==> src/rtl/core/wrf_delay.sv <==
// valid-tagged delay line with stall enable for sideband data
module wrf_delay #(
	parameter int W     = 8,
	parameter int DEPTH = 2
) (
	input  logic         clk,
	input  logic         arst_n,
	input  logic         en,
	input  logic         in_valid,
	input  logic [W-1:0] in_data,
	output logic         out_valid,
	output logic [W-1:0] out_data
);

	logic [DEPTH-1:0] vld_s;
	logic [W-1:0]     dat_s [DEPTH];

	always_ff @(posedge clk or negedge arst_n) begin
		if (!arst_n) begin
			vld_s <= '0;
		end else if (en) begin
			vld_s[0] <= in_valid;
			for (int i = 1; i < DEPTH; i++)
				vld_s[i] <= vld_s[i-1];
		end
	end

	always_ff @(posedge clk) begin
		if (en) begin
			dat_s[0] <= in_data;
			for (int i = 1; i < DEPTH; i++)
				dat_s[i] <= dat_s[i-1];
		end
	end

	assign out_valid = vld_s[DEPTH-1];
	assign out_data  = dat_s[DEPTH-1];

endmodule

==> config.mk <==
export PLATFORM = sky130hd
export DESIGN_NAME = wrf_delay
export DESIGN_NICKNAME = d
export VERILOG_FILES = /design/src/rtl/core/wrf_delay.sv
export SDC_FILE = /design/constraint.sdc
export NUM_CORES = 1
export LEC_CHECK = 0
export BUFFER_PORTS_ARGS = -buffer_cell sky130_fd_sc_hd__buf_4
export CORE_ASPECT_RATIO = 0.9
export CORE_MARGIN = 2
export CORE_UTILIZATION = 30
export DETAILED_ROUTE_END_ITERATION = 8
export REMOVE_ABC_BUFFERS = 1
export SYNTH_ARGS = -nofsm -noshare
export SYNTH_HDL_FRONTEND = slang
export SYNTH_SLANG_ARGS = --single-unit
==> constraint.sdc <==
create_clock -name clk -period 2.2 [get_ports clk]
set_input_delay 0.44 -clock clk [delete_from_list [all_inputs] [get_ports clk]]
set_output_delay 0.44 -clock clk [all_outputs]
set_load 0.02 [all_outputs]
# Word level (Yosys, flattened, before mapping)
# Memories as Yosys holds them, arrays and structs flattened.
# Cells that the tools add are included.
# op_classes
muxes	2
# op_table
op	count
1-bit 2-to-1 mux	2
# totals
word_cells	4
n_memories	1
reg_bits	2
in_bits	12
output_inout_bits	9
ramBits	16
# memory_table
memory	depth	width	rd	rd_clocked_by_memory_dff	wr	line	source
dat_s	2	8	2	0	2	16	logic [W-1:0] dat_s [DEPTH];

# Longest topological paths before layout
# depth
ltp_word	2
depth_mapped	1

# Worst setup path before layout
# No wires, ideal clock.
# synth_timing
path_kind	register to output
startpoint	memory dat_s[1][0], in the netlist dat_s[0][8]
endpoint	output out_data[0]
t_arrival_ns	0.490
path_slack_ns	1.270
path_stages_with_launch	2
t_required_ns	1.760
n_path_buf	1
path_cell_list	edfxtp_1 > buf_4
# synth_lines
item	line	source
from (decl)	16	
to (decl)	12	output logic [W-1:0] out_data

# Worst setup path after layout
# layout_timing
startpoint	register vld_s[1]
endpoint	output out_valid
# layout_lines
item	line	source
from (decl)	15	logic [DEPTH-1:0] vld_s;
from (signal, indexed assignment)	24	vld_s[i] <= vld_s[i-1];
to (decl)	11	output logic out_valid,
# No word-level cell between the ends.

==> results.txt <==
outcome = finished clean
arrival time at the worst endpoint = 0.83 ns
post-route minimum period = 1.27 ns
Max clock buf depth = 2
final worst path period share = 57.8%
largest net degree at the start of global routing = 19
Worst R2R Setup Slack = 1.45 ns
first drt pass iteration count = 3
Post-Synth Adder-Cell Area = 0%
Resized Gates After CTS = 0
fmax = 787 MHz
DIE WIDTH = 51.7 µm
flops & latches, synth = 18
mean post-synth cell area = 21.9 µm²
per-cell routed wire length = 9.40 µm
HP Start = in_data[4]
nets = 58
Worst path top cell family by delay = flip-flops
initial antenna violation count = 0
CTS buffer count = 3
clock transition at the registers of the reported paths = 0.09 ns
Die Y-Extent = 46.9 µm
leak pwr = 0.309 nW
hold path depth = 1
count of buffer and inverter cells on the critical path = 1
first-pass GRT wire length = 938 µm
share of layout cells above drive strength 1 = 57.8%
R2R Path End = vld_s[1]
routed wire length = 658 µm
post-synth cell types = 4
TritonCTS clock tree = built
largest family of logic cells by synthesized area = buffers and inverters
Worst Setup End Kind = output pin
Area contributors post-synth = edfxtp_1 78%, buf_4 9.8%, dfrtp_1 8.2%
number of port buffers = 20
RSZ-0062 raised after global routing = no
Hold Path End = dat_s[0][4]
post-synthesis sequential area ratio = 86.5%
Yosys top cell area share = 78.4%
post-synthesis cell count = 28
Post-CTS Setup Bufs = 0
global-route usage over all layers = 5.97%
Critical Path RT = 1.76 ns
die area = 2420 µm²
Slowest cell on crit path = dfrtp_1
Placeable Area = 1910 µm²
Critical R2R Launch = vld_s[1]
CP max FO = 2
H-Tree Depth = 1
maxcap violations = 0
gpl congestion = 0.642
mapped cell area = 613 µm²
hold buffer count at CTS = 1
via count = 247
final hold viol count = 0
reg2reg path depth = 1
Initial Util = 32.0%
startpoint types = flop
sequence of cells on the critical path = buf_4
antenna cells = 0
I/O pins = 21
Slew HR = 85.6%
dpl ws = 1.05 ns
setup violators final = 0
most common cell after layout, fill and taps aside = buf_4
Syn-to-layout area delta = 27.3%
worst skew pair latency = 0.28 ns
PD cells = 845 nW/µm²
VDD IR max = 272 µV
post-synthesis simple-gate area fraction = 0%
worst hold path type = in2reg
Slew @ Worst Pin = 0.216 ns
YS warnings = 0
ANT nets after route = 0
PnR worst setup slack = 0.929 ns
post-synthesis mux area share = 3.67%
DR iter-0 viols = 2
max-slew violation count = 0
slowest stage delay, CP = 0.39 ns
DR DRC count = 0
most frequent cells in the layout = 20 x buf_4, 16 x edfxtp_1, 3 x clkbuf_4
area of the multi-input gates = 22.5 µm²
vias per cell = 3.53
Fillers = 196
Fin Setup TNS = 0 ns
global route total overflow = 0
clock tree sinks = 18
Sequential Area = 531 µm²
Root Buffer = clkbuf_4
Post-Synth XOR/XNOR Area = 0%
kind of critical path = reg2out
Rows = 15
vias in the first global route = 234
Fin Clk Skew = 0.000471 ns
complex-gate fraction of the synthesized area = 0%
leading area contributor after synthesis = edfxtp_1
==> power breakdown <==
group          leakage (nW)  switching, mW  internal, mW  total [mW]
logic                 0.108         0.0295        0.0321      0.0617
registers             0.180        0.00695         0.402       0.409
clock network        0.0210         0.0886         0.101       0.189
==> routing by layer <==
layer | vias to the layer above | share of wire (%) | global-route usage, %
li1 | 127 | - | -
met1 | 109 | 42 | 7.26
met2 | 11 | 49 | 7.44
met3 | 0 | 9.3 | 2.87
met4 | 0 | 0 | 6.32
met5 | - | 0 | 0
==> worst max-delay path by stage <==
| stage | from | cells after the start | slack [ns] | end |
|---|---|---|---|---|
| after floorplan | dat_s[0][8] | 0 | 1.31 | out_data[0] |
| after global placement | en | 2 | 1.06 | vld_s[0] |
| after detailed placement | en | 2 | 1.05 | vld_s[1] |
| after CTS | vld_s[1] | 1 | 0.91 | out_valid |
| after global routing | dat_s[0][10] | 1 | 0.89 | out_data[2] |
| final | vld_s[1] | 1 | 0.93 | out_valid |
==> kinds of logic after synthesis <==
kind of cell and count (synthesis):
mux 2, buf+inv 8, flops 18
==> cells in the mapped netlist <==
cell type and n:
edfxtp_1 16, buf_4 8, dfrtp_1 2, mux2_2 2
==> stage by stage <==
step           util [%]  power [mW]  hold WS, ns  cell area [µm²]  std cells
3_5_place_dp       38.4       0.478        0.224              734         65
3_3_place_gp       38.4       0.477        0.223              734         65
4_1_cts            40.8       0.672        0.315              781         70
6_report           40.8       0.660        0.329              781         70
2_1_floorplan         -       0.438        0.144              553         20
5_1_grt            40.8       0.687        0.315              781         70
==> area by class of cell <==
type | instances | area share, %
Sequential cell | 18 | 67.9
Multi-Input combinational cell | 2 | 2.88
Tap cell | 25 | 4.01
Clock buffer | 4 | 4.65
Timing Repair Buffer | 21 | 20.5
==> flip-flops by register name, summed over array words and instances (netlist names) <==
| signal | flops |
|---|---|
| dat_s | 16 |
| vld_s | 2 |
Power figures use the tool's default switching activity.
