<file path="src/rtl/core/wrf_pkg.sv">
// shared types, constants and fixed-point helpers for the wall repulsion core
package wrf_pkg;

	typedef logic signed [31:0] fx_t;
	typedef logic signed [17:0] dir_t;

	typedef enum logic [2:0] {
		ZONE_NONE    = 3'd0,
		ZONE_TAPER   = 3'd1,
		ZONE_INVERSE = 3'd2,
		ZONE_BLEND   = 3'd3,
		ZONE_CLAMP   = 3'd4
	} zone_t;

	typedef enum logic [1:0] {
		REG_NU_GAIN      = 2'd0,
		REG_INTERP_WIDTH = 2'd1,
		REG_CUTOFF       = 2'd2,
		REG_MAX_FORCE    = 2'd3
	} reg_idx_t;

	localparam fx_t SAT_MAX = 32'sh7FFF_FFFF;
	localparam fx_t SAT_MIN = 32'sh8000_0000;

	// quotient bits resolved by the divider, and its register depth
	localparam int QBITS   = 33;
	localparam int DIV_LAT = QBITS + 1;

	typedef struct packed {
		zone_t zone;
		dir_t  ex;
		dir_t  ey;
		fx_t   dv;
		fx_t   tden;
	} side1_t;

	typedef struct packed {
		zone_t zone;
		dir_t  ex;
		dir_t  ey;
		fx_t   tden;
		fx_t   tc;
		fx_t   f;
	} side2_t;

	typedef struct packed {
		zone_t zone;
		fx_t   fy;
		fx_t   fx;
	} res_t;

	function automatic logic signed [33:0] ext34(input fx_t v);
		return {{2{v[31]}}, v};
	endfunction

	function automatic fx_t sat32(input logic signed [33:0] v);
		if (v > 34'sd2147483647)
			return SAT_MAX;
		if (v < -34'sd2147483648)
			return SAT_MIN;
		return v[31:0];
	endfunction

	function automatic fx_t neg_sat(input fx_t v);
		return (v == SAT_MIN) ? SAT_MAX : -v;
	endfunction

	function automatic logic [31:0] mag32(input fx_t v);
		return v[31] ? (~v + 32'd1) : v;
	endfunction

endpackage

</file>
<file path="src/rtl/core/wrf_div.sv">
// pipelined rounding fixed-point divider, one quotient bit per stage, saturating
module wrf_div #(
	parameter int FRAC_BITS = 16
) (
	input  logic           clk,
	input  logic           en,
	input  wrf_pkg::fx_t   num,
	input  wrf_pkg::fx_t   den,
	output wrf_pkg::fx_t   quo
);
	import wrf_pkg::*;

	localparam int NW = 32 + FRAC_BITS;
	localparam int CW = (NW > 32 + QBITS - 1) ? NW : 32 + QBITS - 1;
	localparam int OW = (NW > 32 + QBITS) ? NW : 32 + QBITS;

	logic [31:0]    ma;
	logic [31:0]    mb;
	logic [NW-1:0]  nn;
	logic           ovf0;

	logic [NW-1:0]    rem_s [QBITS];
	logic [31:0]      mb_s  [QBITS];
	logic [QBITS-1:0] quo_s [QBITS+1];
	logic             neg_s [QBITS+1];
	logic             ovf_s [QBITS+1];
	logic             zro_s [QBITS+1];

	logic [CW-1:0]    sub_c [1:QBITS];
	logic             ge_c  [1:QBITS];
	logic [QBITS-1:0] q;

	always_comb begin
		ma   = mag32(num);
		mb   = mag32(den);
		nn   = {ma, {FRAC_BITS{1'b0}}} + NW'(mb >> 1);
		ovf0 = OW'(nn) >= (OW'(mb) << QBITS);
	end

	always_comb begin
		for (int j = 1; j <= QBITS; j++) begin
			sub_c[j] = CW'(mb_s[j-1]) << (QBITS - j);
			ge_c[j]  = CW'(rem_s[j-1]) >= sub_c[j];
		end
	end

	always_ff @(posedge clk) begin
		if (en) begin
			rem_s[0] <= nn;
			mb_s[0]  <= mb;
			quo_s[0] <= '0;
			neg_s[0] <= num[31] ^ den[31];
			ovf_s[0] <= ovf0;
			zro_s[0] <= (ma == 32'd0);
			for (int j = 1; j < QBITS; j++) begin
				rem_s[j] <= ge_c[j] ? NW'(CW'(rem_s[j-1]) - sub_c[j]) : rem_s[j-1];
				mb_s[j]  <= mb_s[j-1];
			end
			for (int j = 1; j <= QBITS; j++) begin
				quo_s[j] <= {quo_s[j-1][QBITS-2:0], ge_c[j]};
				neg_s[j] <= neg_s[j-1];
				ovf_s[j] <= ovf_s[j-1];
				zro_s[j] <= zro_s[j-1];
			end
		end
	end

	always_comb begin
		q = quo_s[QBITS];
		if (zro_s[QBITS])
			quo = '0;
		else if (ovf_s[QBITS] || q[QBITS-1] ||
			(q[31] && (!neg_s[QBITS] || q[30:0] != 31'd0)))
			quo = neg_s[QBITS] ? SAT_MIN : SAT_MAX;
		else
			quo = neg_s[QBITS] ? -$signed(q[31:0]) : $signed(q[31:0]);
	end

endmodule

</file>
<file path="config.mk">
export PLATFORM = sky130hd
export DESIGN_NAME = wrf_div
export DESIGN_NICKNAME = d
export VERILOG_FILES = /design/src/rtl/core/wrf_pkg.sv /design/src/rtl/core/wrf_div.sv
export SDC_FILE = /design/constraint.sdc
export NUM_CORES = 2
export LEC_CHECK = 0
export BUFFER_PORTS_ARGS = -buffer_cell sky130_fd_sc_hd__buf_2
export CAP_MARGIN = 20
export CORE_MARGIN = 2
export CORE_UTILIZATION = 40
export CTS_CLUSTER_SIZE = 16
export DETAILED_ROUTE_END_ITERATION = 10
export PLACE_DENSITY_LB_ADDON = 0.25
export SYNTH_ARGS = -nofsm -noshare
export SYNTH_HDL_FRONTEND = slang
export SYNTH_SLANG_ARGS = --single-unit
</file>
<file path="constraint.sdc">
create_clock -name clk -period 8.9 [get_ports clk]
set_input_delay 2.225 -clock clk [delete_from_list [all_inputs] [get_ports clk]]
set_output_delay 2.225 -clock clk [all_outputs]
set_load 0.01 [all_outputs]
</file>
# Yosys cells after proc, flatten, opt, wreduce, memory -nomap -nowiden
# Memories as Yosys holds them, arrays and structs flattened.
# Index checks and enable logic that the tools add are counted.
# classes
n_addsub	36
magnitude_cmp	34
bitwise_logic	3
reduce_logical	7
n_mux	40
# op_table
operator	count
$mux W48	32
$sub A48 B48 Y48	17
$mux W32	6
$ge A48 B65 Y1	1
$add A32 B1 Y32 const B	2
$ge A48 B64 Y1	1
$not A32 Y32	2
$ge A48 B63 Y1	1
$ge A48 B62 Y1	1
$ge A48 B61 Y1	1
$ge A48 B60 Y1	1
$ge A48 B59 Y1	1
$ge A48 B58 Y1	1
$ge A48 B57 Y1	1
$ge A48 B56 Y1	1
$ge A48 B55 Y1	1
$ge A48 B54 Y1	1
$ge A48 B53 Y1	1
$ge A48 B52 Y1	1
$ge A48 B51 Y1	1
$ge A48 B50 Y1	1
$ge A48 B49 Y1	1
$add A48 B31 Y48	1
$ge A48 B32 Y1	1
39 further kinds	42
# word_totals
mem_count	6
reg_bits	0
inputBits	66
wordCells	126
mem_bits_rw	3864
# memory_table
name	words	word_bits	rd	rd_ports_with_merged_regs	wr	line_no	text
rem_s	33	48	33	0	33	wrf_div.sv:22	logic [NW-1:0] rem_s [QBITS];
quo_s	34	33	34	0	34	wrf_div.sv:24	logic [QBITS-1:0] quo_s [QBITS+1];
mb_s	33	32	33	0	33	wrf_div.sv:23	logic [31:0] mb_s [QBITS];
neg_s	34	1	34	0	34	wrf_div.sv:25	logic neg_s [QBITS+1];
ovf_s	34	1	34	0	34	wrf_div.sv:26	logic ovf_s [QBITS+1];
zro_s	34	1	34	0	34	wrf_div.sv:27	logic zro_s [QBITS+1];

# Logic depth before layout (Yosys ltp)
# An unclocked memory read counts as a cell.
# depth
word_depth	7
depth_mapped	32
ltp_nobuf	32

# Worst setup path after synthesis
# OpenSTA, ideal clock, no wires.
# synth_timing
path_type	input -> register
startpoint	input den[3]
endpoint	memory ovf_s[0] (data pin)
arrival_time_ps	7844
path_buffers	2
cell_stages	32
path_slack_ps	880
setup_time_ps	176
path_cell_list	or3_1 > clkbuf_1 > or4_1 > clkbuf_1 > or2_4 > o31ai_1 > xnor2_1 > ha_1 > fa_1 > a21o_1 > a21o_1 > a21oi_1 > a21oi_1 > a21oi_1 > a21oi_1 > nand2_1 > a21oi_1 > nand2_1 > nor2_1 > xnor2_1 > ha_1 > nand4_1 > nor2_1 > nand2_1 > nor2_1 > nand4_1 > nor3_1 > nand4_1 > or4_1 > nor4_2 > nand3b_1 > o32ai_1
# synth_rtl
element	line_no	text
from (decl)	wrf_div.sv:8	input wrf_pkg::fx_t den,
to (decl)	wrf_div.sv:26	

==> out/metrics.csv <==
stage;metric;value;unit
floorplanning;FP Rows;225;
drt;remaining routing DRC violations;0;
worst_setup_path;worst setup path class;in2reg;
layout;Layout area overhead;12.0;%
drt;Vias;95500;
layout;layout cell share with drive strength beyond 1;0.0816;
placed_design;port bufs;97;
sta;hold_ws;367;ps
sta;Final Skew;93.9;ps
status;status;completed;
worst_setup_path;Most common cell on crit path;a21oi_1;
yosys;Mapped Nets;13800;
grt;GRT Util Overall;0.172;
worst_setup_path;crit path launch type;input pin;
hold_path;Worst Hold Depth;0;
yosys;flop and latch count out of synthesis;2895;
yosys;register area share after synthesis;0.577;
sta;RSZ-0062 raised after global routing;false;
cts;CTS H-tree depth;5;
worst_setup_path;reg2reg path depth;14;
drt;metal2 WL;170000;um
yosys;Synth top area share;0.577;
worst_setup_path;CP Data Arrival Time;8610;ps
yosys;asr flop ratio synth;0;
cts;number of clock buffers inserted by TritonCTS;321;
worst_setup_path;worst-path fanout max;4;
cts;Resize count post-CTS;0;
cts;CTS Buffer Depth;4;
drt;Top Metal Used;met5;
worst_setup_path;reg2reg start;mb_s[0][929]$_DFFE_PP_;
yosys;leading area contributor after synthesis;edfxtp_1;
floorplanning;die area;381000;um2
worst_setup_path;R2R Path End;rem_s[0][1446]$_DFFE_PP_;
grt;global route total overflow;0;
power_and_ir_drop;pwr dens;271;nW/um2
cts;TritonCTS clock tree;built;
drt;wire length per cell;18.3;um
placed_design;DPL Wire Length;252000;um
yosys;Mean Syn Cell Area;11.9;um2
cts;Post-CTS Repair Setup Buffers;0;
floorplanning;Initial Utilization;0.401;
worst_setup_path;WP data required;9660;ps
grt;initial antenna violation count;6;
grt;first-pass GRT wire length;522000;um
grt;vias in the first global route;93500;
floorplanning;core area;375000;um2
hold_path;Min-Delay Path Class;reg2reg;
worst_setup_path;critical path endpoint category;flip-flop;
drt;metal3 WL;11600;um
yosys;ranking of synthesized cells by area;edfxtp_1, ha_1, inv_1, xnor2_1, a21oi_1;
drt;Vias/cell;5.22;
placed_design;placer's final routability congestion estimate;0.904;
floorplanning;Die Ht;618;um
yosys;cells after synthesis;12700;
sta;final setup violation count;0;
yosys;post-synth design cell area;151000;um2
sta;Rel. slew slack;0.256;
yosys;Post-synth EDFFs;2895;
sta;max-slew violations;0;
drt;Total Wirelength;334000;um
sta;worst-margin pin slew;1120;ps
cts;Post-CTS Hold Fix Bufs;0;
grt;pin count of the biggest net entering global routing;207;
worst_setup_path;Worst Setup SP;den[9];
drt;TritonRoute pass-1 iters;6;
worst_setup_path;Largest stage delay, worst path;570;ps
job;Max Cap Violations;0;
drt;Routed Antenna Nets;0;
yosys;top_reg_cell synth;edfxtp_1;
worst_setup_path;critical path endpoint;ovf_s[0]$_DFFE_PP_;
sta;Highest Clock Rate;0.127;GHz
cts;CTS Sinks;2895;
cts;CTS root buffer;clkbuf_16;
floorplanning;num ports;98;
sta;Final Hold Viols;0;
power_and_ir_drop;leakage;65.6;nW
drt;1st-iter DRT viols;6176;
yosys;Netlist cell types;94;
worst_setup_path;Worst path slowest cell;or4_4;
yosys;yosys warns;0;
power_and_ir_drop;worst vdd ir;0.000152;V
drt;WL met1;138000;um
layout;most frequent cells in the layout;edfxtp_1, inv_1, ha_1;
cts;clock slew at reported path FFs;60;ps
worst_setup_path;R2R Setup Slk;3880;ps
layout;Nets;14100;
sta;Sum Neg Setup Slack;0;ps
layout;most common library cell in the layout ignoring fill and taps;edfxtp_1;
sta;Tmin final;7850;ps
cts;worst skew pair latency;940;ps
floorplanning;die width;618;um
sta;fin crit share;0.882;
## synthesized netlist by cell type, drive strengths merged (18+ instances only)
master      n
edfxtp   2895
inv      1191
ha        952
nand2     894
o21ai     875
a21oi     853
nor2      720
xnor2     504
xor2      400
a21o      388
mux2      248
nor3      214
nor4      196
clkbuf    191
nand3     183
nand2b    172
nand4     162
nor2b     161
o21a      152
o31ai     123
o21bai    106
a211oi     89
and3       79
or3        78
a31oi      75
and4       56
or2        54
or4        48
o211ai     47
a21boi     44
and2       44
nor4b      35
fa         33
nor3b      33
o31a       32
mux2i      28
o22a       28
buf        27
a211o      26
a31o       26
o41ai      20
a2111oi    18
## registers in the layout, indices dropped and copies added (netlist names)
| name | flops |
|---|---|
| ovf_s | 34 |
| mb_s | 1056 |
| zro_s | 34 |
| neg_s | 34 |
| rem_s | 1176 |
| quo_s | 561 |
## metrics by stage
step                instance area (um2)   util  worst slack, ps  std cells  total power, mW
floorplan                        151000      -              880      12700             28.8
global placement                 158000  0.420             76.6      17700             32.4
detailed placement               158000  0.420              106      17700             32.5
CTS                              169000  0.449             1090      18300             46.2
global route                     169000  0.449              511      18300             48.5
finish                           169000  0.449             1050      18300             45.8
## where the power goes
part           leakage, nW  internal, mW  switching (mW)
registers             28.2          17.9            1.31
logic                 32.2          5.65            7.47
clock network         5.20          8.01            5.48
total                 65.6          31.5            14.3
## worst max-delay path: cells and delay by family
kind	cells	cell delay, ps
AND/OR/NAND/NOR	16	3310
AO/OA/AOI/OAI	9	1670
adder cells (fa/ha/maj)	3	970
XOR/XNOR	2	350
buffers and inverters	1	100
## worst min path at each step
stage	startpoint	end	slack, ps
2_1_floorplan	neg_s[9]$_DFFE_PP_	neg_s[10]$_DFFE_PP_	400
5_1_grt	quo_s[28][15]$_DFFE_PP_	quo_s[29][16]$_DFFE_PP_	390
6_report	quo_s[28][15]$_DFFE_PP_	quo_s[29][16]$_DFFE_PP_	370
3_5_place_dp	neg_s[11]$_DFFE_PP_	neg_s[12]$_DFFE_PP_	400
4_1_cts	quo_s[28][15]$_DFFE_PP_	quo_s[29][16]$_DFFE_PP_	370
3_3_place_gp	neg_s[26]$_DFFE_PP_	neg_s[27]$_DFFE_PP_	400
## cell families (layout without fill, tap and decap cells)
group | Yosys count | after routing | synth area share
xor+xnor | 904 | 904 | 0.0526
compound gates | 3053 | 3053 | 0.126
mux | 276 | 276 | 0.0204
flops | 2895 | 2895 | 0.577
other cells | 0 | 1 | 0
simple gates | 3178 | 3178 | 0.105
fa+ha+maj | 985 | 985 | 0.0835
buf+inv | 1410 | 1996 | 0.0353
## cell type report
| class | instances | area (um2) |
|---|---|---|
| antenna | 1 | 2.50 |
| clock buffer | 381 | 8390 |
| clock inverter | 199 | 2440 |
| fill | 34200 | 207000 |
| inverter | 1192 | 4470 |
| multi-input combinational | 8396 | 58500 |
| sequential | 2895 | 86900 |
| tap | 4994 | 6250 |
| timing repair buffer | 224 | 1620 |
## per-layer routing
layer	global-route usage	vias up
met5	0	-
met4	0.0675	4
met3	0.0207	636
met2	0.313	1717
met1	0.205	45300
li1	-	47800
Power figures use the tool's default switching activity.
